--- src/rtl/ira_pkg.sv ---
// ira_pkg: shared constants, types and the digit-to-character function
// for the integer to radix ascii converter; no dependencies
`default_nettype none

package ira_pkg;

  localparam int VALUE_WIDTH_DEF = 32;
  localparam int RADIX_W         = 6;
  localparam int DIGIT_W         = 6;
  localparam int CHAR_W          = 8;
  localparam int DIV_BITS        = 8;

  localparam logic [RADIX_W-1:0] RADIX_RESET = 6'd10;
  localparam logic [RADIX_W-1:0] RADIX_MIN   = 6'd2;
  localparam logic [RADIX_W-1:0] RADIX_MAX   = 6'd36;

  localparam logic [DIGIT_W-1:0] DEC_DIGITS  = 6'd10;
  localparam logic [CHAR_W-1:0]  ASCII_ZERO  = 8'h30;
  localparam logic [CHAR_W-1:0]  ASCII_A     = 8'h41;
  localparam logic [CHAR_W-1:0]  ASCII_MINUS = 8'h2D;

  typedef enum logic [2:0] {
    ST_IDLE,
    ST_DIV,
    ST_SIGN,
    ST_FETCH,
    ST_SEND
  } ira_state_t;

  typedef struct packed {
    logic full;
    logic empty;
  } ira_qstat_t;

  function automatic logic [CHAR_W-1:0] digit_to_ascii(input logic [DIGIT_W-1:0] d);
    logic [CHAR_W-1:0] c;
    if (d < DEC_DIGITS) begin
      c = ASCII_ZERO + CHAR_W'(d);
    end else begin
      c = ASCII_A + CHAR_W'(d) - CHAR_W'(DEC_DIGITS);
    end
    return c;
  endfunction

endpackage

`default_nettype wire

--- src/rtl/integer_to_radix_ascii_core.sv ---
// integer_to_radix_ascii_core: signed integer to ascii text in base 2..36
// depends on ira_pkg, ira_front, ira_queue and ira_back
//
//   port group  | dir | handshake          | word
//   in_*        | in  | in_valid/in_stall  | in_value, signed VALUE_WIDTH bits
//   out_*       | out | out_valid/out_stall| out_text_char, out_last_char
//   cfg_*       | in  | cfg_wr_en          | cfg_wr_data, radix
//
// per word: pop the job, divide out each digit (8 quotient bits a cycle),
// load a '-' for a negative value, then for each character read the digit
// memory and load the output register
// the two-entry job queue takes new words while the back end is busy
// reset is synchronous, active low; radix resets to 10
`default_nettype none

module integer_to_radix_ascii_core #(
  parameter int VALUE_WIDTH = ira_pkg::VALUE_WIDTH_DEF
) (
  input  logic                           clk,
  input  logic                           rst_n,
  input  logic                           in_valid,
  output logic                           in_stall,
  input  logic signed [VALUE_WIDTH-1:0]  in_value,
  output logic                           out_valid,
  input  logic                           out_stall,
  output logic [ira_pkg::CHAR_W-1:0]     out_text_char,
  output logic                           out_last_char,
  input  logic                           cfg_wr_en,
  input  logic [ira_pkg::RADIX_W-1:0]    cfg_wr_data
);
  import ira_pkg::*;

  localparam int JOB_W = 1 + RADIX_W + VALUE_WIDTH;

  ira_qstat_t       q_stat;
  logic             push;
  logic [JOB_W-1:0] push_data;
  logic             pop;
  logic [JOB_W-1:0] pop_data;

  ira_front #(
    .VALUE_WIDTH (VALUE_WIDTH),
    .JOB_W       (JOB_W)
  ) u_front (
    .clk         (clk),
    .rst_n       (rst_n),
    .in_valid    (in_valid),
    .in_stall    (in_stall),
    .in_value    (in_value),
    .cfg_wr_en   (cfg_wr_en),
    .cfg_wr_data (cfg_wr_data),
    .q_stat      (q_stat),
    .push        (push),
    .push_data   (push_data)
  );

  ira_queue #(
    .DATA_W (JOB_W)
  ) u_queue (
    .clk       (clk),
    .rst_n     (rst_n),
    .push      (push),
    .push_data (push_data),
    .pop       (pop),
    .pop_data  (pop_data),
    .q_stat    (q_stat)
  );

  ira_back #(
    .VALUE_WIDTH (VALUE_WIDTH),
    .JOB_W       (JOB_W)
  ) u_back (
    .clk           (clk),
    .rst_n         (rst_n),
    .q_stat        (q_stat),
    .pop_data      (pop_data),
    .pop           (pop),
    .out_valid     (out_valid),
    .out_stall     (out_stall),
    .out_text_char (out_text_char),
    .out_last_char (out_last_char)
  );

endmodule

`default_nettype wire

--- src/rtl/ira_front.sv ---
// ira_front: radix register, input acceptance, sign split and base clamp
// depends on ira_pkg; pushes one job word per accepted input word
`default_nettype none

module ira_front #(
  parameter int VALUE_WIDTH = ira_pkg::VALUE_WIDTH_DEF,
  parameter int JOB_W       = 1 + ira_pkg::RADIX_W + VALUE_WIDTH
) (
  input  logic                            clk,
  input  logic                            rst_n,
  input  logic                            in_valid,
  output logic                            in_stall,
  input  logic signed [VALUE_WIDTH-1:0]   in_value,
  input  logic                            cfg_wr_en,
  input  logic [ira_pkg::RADIX_W-1:0]     cfg_wr_data,
  input  ira_pkg::ira_qstat_t             q_stat,
  output logic                            push,
  output logic [JOB_W-1:0]                push_data
);
  import ira_pkg::*;

  logic [RADIX_W-1:0]     radix_r;
  logic [RADIX_W-1:0]     base;
  logic [VALUE_WIDTH-1:0] raw;
  logic [VALUE_WIDTH-1:0] mag;
  logic                   neg;

  always_ff @(posedge clk) begin
    if (!rst_n) begin
      radix_r <= RADIX_RESET;
    end else if (cfg_wr_en) begin
      radix_r <= cfg_wr_data;
    end
  end

  always_comb begin
    if (radix_r < RADIX_MIN) begin
      base = RADIX_MIN;
    end else if (radix_r > RADIX_MAX) begin
      base = RADIX_MAX;
    end else begin
      base = radix_r;
    end
  end

  // most negative value wraps to its unsigned magnitude
  assign raw = in_value;
  assign neg = raw[VALUE_WIDTH-1];
  assign mag = neg ? (~raw + {{(VALUE_WIDTH-1){1'b0}}, 1'b1}) : raw;

  assign in_stall  = q_stat.full;
  assign push      = in_valid && !q_stat.full;
  assign push_data = {neg, base, mag};

endmodule

`default_nettype wire

--- src/rtl/ira_queue.sv ---
// ira_queue: two-entry job queue between front and back
// depends on ira_pkg for the status struct
`default_nettype none

module ira_queue #(
  parameter int DATA_W = 1 + ira_pkg::RADIX_W + ira_pkg::VALUE_WIDTH_DEF
) (
  input  logic                clk,
  input  logic                rst_n,
  input  logic                push,
  input  logic [DATA_W-1:0]   push_data,
  input  logic                pop,
  output logic [DATA_W-1:0]   pop_data,
  output ira_pkg::ira_qstat_t q_stat
);
  import ira_pkg::*;

  localparam int DEPTH = 2;
  localparam int PTR_W = $clog2(DEPTH);
  localparam int CNT_W = $clog2(DEPTH + 1);

  logic [DATA_W-1:0] entry_r [DEPTH];
  logic [PTR_W-1:0]  wr_ptr_r;
  logic [PTR_W-1:0]  rd_ptr_r;
  logic [CNT_W-1:0]  count_r;

  always_ff @(posedge clk) begin
    if (!rst_n) begin
      wr_ptr_r <= '0;
      rd_ptr_r <= '0;
      count_r  <= '0;
    end else begin
      if (push) begin
        wr_ptr_r <= wr_ptr_r + PTR_W'(1);
      end
      if (pop) begin
        rd_ptr_r <= rd_ptr_r + PTR_W'(1);
      end
      if (push && !pop) begin
        count_r <= count_r + CNT_W'(1);
      end else if (pop && !push) begin
        count_r <= count_r - CNT_W'(1);
      end
    end
  end

  always_ff @(posedge clk) begin
    if (push) begin
      entry_r[wr_ptr_r] <= push_data;
    end
  end

  assign pop_data     = entry_r[rd_ptr_r];
  assign q_stat.full  = (count_r == CNT_W'(DEPTH));
  assign q_stat.empty = (count_r == '0);

endmodule

`default_nettype wire

--- src/rtl/ira_back.sv ---
// ira_back: digit divider, digit memory and character output register
// depends on ira_pkg; pops one job word and emits its characters
`default_nettype none

module ira_back #(
  parameter int VALUE_WIDTH = ira_pkg::VALUE_WIDTH_DEF,
  parameter int JOB_W       = 1 + ira_pkg::RADIX_W + VALUE_WIDTH
) (
  input  logic                         clk,
  input  logic                         rst_n,
  input  ira_pkg::ira_qstat_t          q_stat,
  input  logic [JOB_W-1:0]             pop_data,
  output logic                         pop,
  output logic                         out_valid,
  input  logic                         out_stall,
  output logic [ira_pkg::CHAR_W-1:0]   out_text_char,
  output logic                         out_last_char
);
  import ira_pkg::*;

  localparam int DIV_CYC = (VALUE_WIDTH + DIV_BITS - 1) / DIV_BITS;
  localparam int PW      = DIV_CYC * DIV_BITS;
  localparam int STEP_W  = (DIV_CYC > 1) ? $clog2(DIV_CYC) : 1;
  localparam int CNT_W   = $clog2(VALUE_WIDTH + 1);
  localparam int AW      = $clog2(VALUE_WIDTH);

  ira_state_t          state_r;
  ira_state_t          state_nxt;
  logic [PW-1:0]       quo_r;
  logic [PW-1:0]       quo_nxt;
  logic [DIGIT_W-1:0]  rem_r;
  logic [DIGIT_W-1:0]  rem_nxt;
  logic [RADIX_W-1:0]  base_r;
  logic                neg_r;
  logic [STEP_W-1:0]   step_r;
  logic [CNT_W-1:0]    cnt_r;
  logic [CNT_W-1:0]    cnt_dec;
  logic [DIGIT_W-1:0]  digit_mem [VALUE_WIDTH];
  logic [DIGIT_W-1:0]  rd_data_r;
  logic                out_valid_r;
  logic [CHAR_W-1:0]   out_char_r;
  logic                out_last_r;

  logic out_free;
  logic div_last;
  logic quo_zero;
  logic div_en;
  logic digit_wr;
  logic rd_en;
  logic load_sign;
  logic load_digit;

  // restoring division, DIV_BITS quotient bits per cycle
  always_comb begin
    logic [DIGIT_W:0]   t;
    logic               ge;
    logic [DIGIT_W-1:0] r;
    logic [PW-1:0]      q;
    r = rem_r;
    q = quo_r;
    for (int i = 0; i < DIV_BITS; i++) begin
      t  = {r, q[PW-1]};
      ge = (t >= {1'b0, base_r});
      r  = ge ? DIGIT_W'(t - {1'b0, base_r}) : t[DIGIT_W-1:0];
      q  = {q[PW-2:0], ge};
    end
    rem_nxt = r;
    quo_nxt = q;
  end

  assign out_free = !out_valid_r || !out_stall;
  assign div_last = (step_r == STEP_W'(DIV_CYC - 1));
  assign quo_zero = (quo_nxt == '0);
  assign cnt_dec  = cnt_r - CNT_W'(1);

  always_comb begin
    state_nxt = state_r;
    case (state_r)
      ST_IDLE: begin
        if (!q_stat.empty) begin
          state_nxt = ST_DIV;
        end
      end
      ST_DIV: begin
        if (div_last && quo_zero) begin
          state_nxt = neg_r ? ST_SIGN : ST_FETCH;
        end
      end
      ST_SIGN: begin
        if (out_free) begin
          state_nxt = ST_FETCH;
        end
      end
      ST_FETCH: begin
        state_nxt = ST_SEND;
      end
      ST_SEND: begin
        if (out_free) begin
          state_nxt = (cnt_r == CNT_W'(1)) ? ST_IDLE : ST_FETCH;
        end
      end
      default: begin
        state_nxt = ST_IDLE;
      end
    endcase
  end

  always_comb begin
    pop        = 1'b0;
    div_en     = 1'b0;
    digit_wr   = 1'b0;
    rd_en      = 1'b0;
    load_sign  = 1'b0;
    load_digit = 1'b0;
    case (state_r)
      ST_IDLE: begin
        pop = !q_stat.empty;
      end
      ST_DIV: begin
        div_en   = 1'b1;
        digit_wr = div_last;
      end
      ST_SIGN: begin
        load_sign = out_free;
      end
      ST_FETCH: begin
        rd_en = 1'b1;
      end
      ST_SEND: begin
        load_digit = out_free;
      end
      default: begin
        pop = 1'b0;
      end
    endcase
  end

  always_ff @(posedge clk) begin
    if (!rst_n) begin
      state_r     <= ST_IDLE;
      step_r      <= '0;
      cnt_r       <= '0;
      out_valid_r <= 1'b0;
    end else begin
      state_r <= state_nxt;
      if (pop) begin
        step_r <= '0;
        cnt_r  <= '0;
      end else if (div_en) begin
        step_r <= div_last ? '0 : step_r + STEP_W'(1);
        if (div_last) begin
          cnt_r <= cnt_r + CNT_W'(1);
        end
      end else if (load_digit) begin
        cnt_r <= cnt_dec;
      end
      if (load_sign || load_digit) begin
        out_valid_r <= 1'b1;
      end else if (!out_stall) begin
        out_valid_r <= 1'b0;
      end
    end
  end

  always_ff @(posedge clk) begin
    if (pop) begin
      neg_r  <= pop_data[JOB_W-1];
      base_r <= pop_data[VALUE_WIDTH +: RADIX_W];
      quo_r  <= PW'(pop_data[VALUE_WIDTH-1:0]);
      rem_r  <= '0;
    end else if (div_en) begin
      quo_r <= quo_nxt;
      rem_r <= div_last ? '0 : rem_nxt;
    end
    if (digit_wr) begin
      digit_mem[cnt_r[AW-1:0]] <= rem_nxt;
    end
    if (rd_en) begin
      rd_data_r <= digit_mem[cnt_dec[AW-1:0]];
    end
    if (load_sign) begin
      out_char_r <= ASCII_MINUS;
      out_last_r <= 1'b0;
    end else if (load_digit) begin
      out_char_r <= digit_to_ascii(rd_data_r);
      out_last_r <= (cnt_r == CNT_W'(1));
    end
  end

  assign out_valid     = out_valid_r;
  assign out_text_char = out_char_r;
  assign out_last_char = out_last_r;

endmodule

`default_nettype wire

--- config.mk ---
export PLATFORM = sky130hd
export DESIGN_NAME = integer_to_radix_ascii_core
export DESIGN_NICKNAME = d
export VERILOG_FILES = /design/src/rtl/ira_pkg.sv /design/src/rtl/integer_to_radix_ascii_core.sv /design/src/rtl/ira_front.sv /design/src/rtl/ira_queue.sv /design/src/rtl/ira_back.sv
export SDC_FILE = /design/constraint.sdc
export NUM_CORES = 1
export LEC_CHECK = 0
export BUFFER_PORTS_ARGS = -buffer_cell sky130_fd_sc_hd__buf_2
export CORE_UTILIZATION = 63
export CTS_CLUSTER_SIZE = 8
export DETAILED_ROUTE_END_ITERATION = 10
export PLACE_DENSITY = 0.81
export REMOVE_ABC_BUFFERS = 1
export SYNTH_ARGS = -nofsm -noshare
export SYNTH_HDL_FRONTEND = slang
export SYNTH_HIERARCHICAL = 1
export SYNTH_SLANG_ARGS = --single-unit
--- constraint.sdc ---
create_clock -name clk -period 18.4 [get_ports clk]
set_clock_uncertainty 0.1 [all_clocks]
set_input_delay 0 -clock clk [delete_from_list [all_inputs] [get_ports clk]]
set_output_delay 0 -clock clk [all_outputs]
set_load 0.02 [all_outputs]
==> results.cfg <==
[status]
outcome = complete, but fails checks
failed_checks = DRC

[route]
drt-total-wl_um = 44200
drt-vias-per-instance = 6.43
drc = 1
first_pass_iters = 11
drt-initial-drc-count = 1479
routedWlPerCell_um = 24.0
vias = 11866
drtAntennaViolNets = 0

[critical_path]
endpoint_kind = flop
cp_max_fo = 17
cp.depth = 75
cp_slowest_cell = or4_1
critPathMaxStageDelay_ps = 580
start_kind = flop
reg2reg_depth = 75
path_class = flop to flop
crit_buf_inv = 7
cp.arrival_ps = 17720
worstPathRequired_ps = 18760
critPathTopFamily = compound AO/OA/AOI/OAI gates

[timing]
worst_pin_slew_ps = 1200
tns_ps = 0
slew_violations = 0
hold_viol = 0
finalSetupViolations = 0
period_minus_slack_ps = 17350
holdWs_ps = 147
fmax_mhz = 57.6
fin_crit_sh_pct = 94.3
relSlewSlack_pct = 19.6

[logic_synthesis]
synth_seq_cells = 352
synth_warnings = 6
synth_edf_count = 315
ys_seq_area_share_pct = 57.8
avgSynthCellArea_um2 = 13.8
synthDistinctLibCells = 88
async_reset_ff_share_pct = 0
synthesis.area_um2 = 17600
synthFlopType = edfxtp_1
syn_inst = 1283

[floorplanning]
core_um2 = 27300
die-area_um2 = 28700
dieHeight_um = 169
initial_core_util_pct = 64.8
io_pins = 54
rows = 60
die_w_um = 169

[global_route]
grt_pass1_wl_um = 66500
grt_pass1_vias = 11767
antenna_found_initial = 1
overflow = 0
grt_usage_pct = 30.9
grt_start_max_net_pins = 59

[clock_tree]
clockBufferDepth = 3
path_clk_slew_ps = 60
cts_root_buf = clkbuf_16
numCtsBuffers = 50
worstSkewPairLatency_ps = 580
clock-sinks = 352
tritoncts = built
htreeDepth = 2

[run]
drv_cap = 0

[cells_and_area]
diodes = 0
fin_cells = 1846
drive_above_1_share_pct = 21.4
area_delta_synth_final_pct = 17.0
final_nets = 1544

[worst_hold_path]
hp-class = input port to flop
hold_depth = 2

[placed_design]
hpwl_um = 25600
io_buffers = 52
placed_cells = 1677
place.gp.congestion = 0.974
-- cell usage after synthesis (5+ instances only) --
master    count  area share, %
nor4_1        8           0.28
a21o_1       14           0.60
a22o_1        9           0.45
nor2_1      100            2.1
o211ai_1      7           0.30
xnor2_1      53            2.6
and2_1        9           0.32
nor2b_1      17           0.60
mux2_2       60            3.8
or3_1         6           0.21
mux2_4        6           0.51
buf_4         6           0.26
a21boi_0      6           0.26
mux2i_1      23            1.3
o41ai_2       5           0.46
edfxtp_1    315             54
ha_1         59            4.2
nand2_1     131            2.8
o211a_1       5           0.28
nand4_1       6           0.21
o21a_1       15           0.64
buf_1         6           0.13
nand3_1      26           0.74
inv_1        49            1.0
fa_1          8           0.91
a211oi_1      6           0.26
mux4_2       60            7.7
nor3_1       11           0.31
o21ai_0      37            1.0
xor2_1       12           0.60
nand2b_1      8           0.28
clkbuf_1     30           0.64
dfxtp_1      37            4.2
o31ai_1      13           0.55
nand3b_1      5           0.21
a21oi_1      32           0.91
-- state kept, by name, summed over array words and instances (netlist names), named ones only --
register and count:
u_back/digit_mem 192, u_queue/entry_r 78, u_back/quo_r 32, u_back/out_text_char 7
u_back/base_r 6, u_back/cnt_r 6, u_back/rd_data_r 6, u_back/rem_r 6
u_front/radix_r 6, u_back/state_r 3, u_back/step_r 2, u_queue/count_r 2
u_back/neg_r 1, u_back/out_last_char 1, u_back/out_valid 1, u_queue/rd_ptr_r 1
u_queue/wr_ptr_r 1
-- cells in the final DEF (no fill, tap or decap), types with 9 or more instances in the layout --
cell / n
o31ai_1: 13
o21ai_0: 36
mux2i_1: 21
a21o_1: 14
nor2b_1: 16
mux4_2: 60
ha_1: 58
buf_2: 52
o21a_1: 15
nor2_1: 98
edfxtp_1: 315
dfxtp_1: 36
xor2_1: 12
mux2_2: 63
dlygate4sd3_1: 66
clkbuf_1: 37
inv_1: 49
buf_4: 23
nand2_1: 131
clkbuf_16: 50
xnor2_1: 51
a21oi_1: 31
nor3_1: 11
a22o_1: 9
nand3_1: 26
-- logic make-up (layout without fill, tap and decap cells) --
kind of cell / count (synthesis) / count (layout) / synth area share [%]
buf+inv: 98 / 285 / 2.37
mux: 150 / 154 / 13.4
xor+xnor: 65 / 65 / 3.23
fa+ha+maj: 68 / 68 / 5.15
simple gates: 362 / 362 / 10.2
other cells: 1 / 1 / 0.0213
flops: 352 / 352 / 57.8
compound gates: 187 / 187 / 7.86
-- per-layer routing --
metal	wire length (µm)	GRT usage, %
met5	15	0
met4	1530	11.0
met3	3860	4.83
met2	21300	50.2
met1	17500	42.9
-- repair_timing --
action,CTS,global route
setup endpoints to repair,0,202
hold buffers,66,0
setup buffers,0,7
endpoints found under the hold margin,92,0
gates resized for setup,0,16
-- final timing paths --
| path | from | to | slack [ps] |
|---|---|---|---|
| setup reg to reg | u_back/base_r[3]$_DFFE_PP_ | u_back/rem_r[2]$_SDFFE_PP0P_ | 1050 |
| setup / recovery | u_back/base_r[3]$_DFFE_PP_ | u_back/rem_r[2]$_SDFFE_PP0P_ | 1050 |
| hold / removal | in_value[0] | u_queue/entry_r[1][0]$_DFFE_PP_ | 150 |
| hold reg to reg | u_back/step_r[1]$_SDFFE_PP0P_ | u_back/step_r[1]$_SDFFE_PP0P_ | 370 |
-- stage by stage --
| stage | area, µm² | util [%] | worst slack (ps) |
|---|---|---|---|
| detailed placement | 18300 | 67.2 | 874 |
| global route | 20600 | 75.7 | -19.1 |
| floorplan | 17400 | - | 1340 |
| finish | 20600 | 75.7 | 1050 |
| global placement | 18300 | 67.2 | 1470 |
| CTS | 20500 | 75.1 | 777 |
-- final cells by class --
| type | count | area [µm²] |
|---|---|---|
| Sequential cell | 352 | 10200 |
| Multi-Input combinational cell | 837 | 7170 |
| Fill cell | 1501 | 6610 |
| Clock buffer | 88 | 1400 |
| Timing Repair Buffer | 144 | 1130 |
| Tap cell | 372 | 465 |
| Inverter | 49 | 184 |
| Clock inverter | 4 | 82.6 |
Power is left out: the tool's default activity adds up to more than one toggle a clock period on the data nets, which glitch-free logic cannot reach.
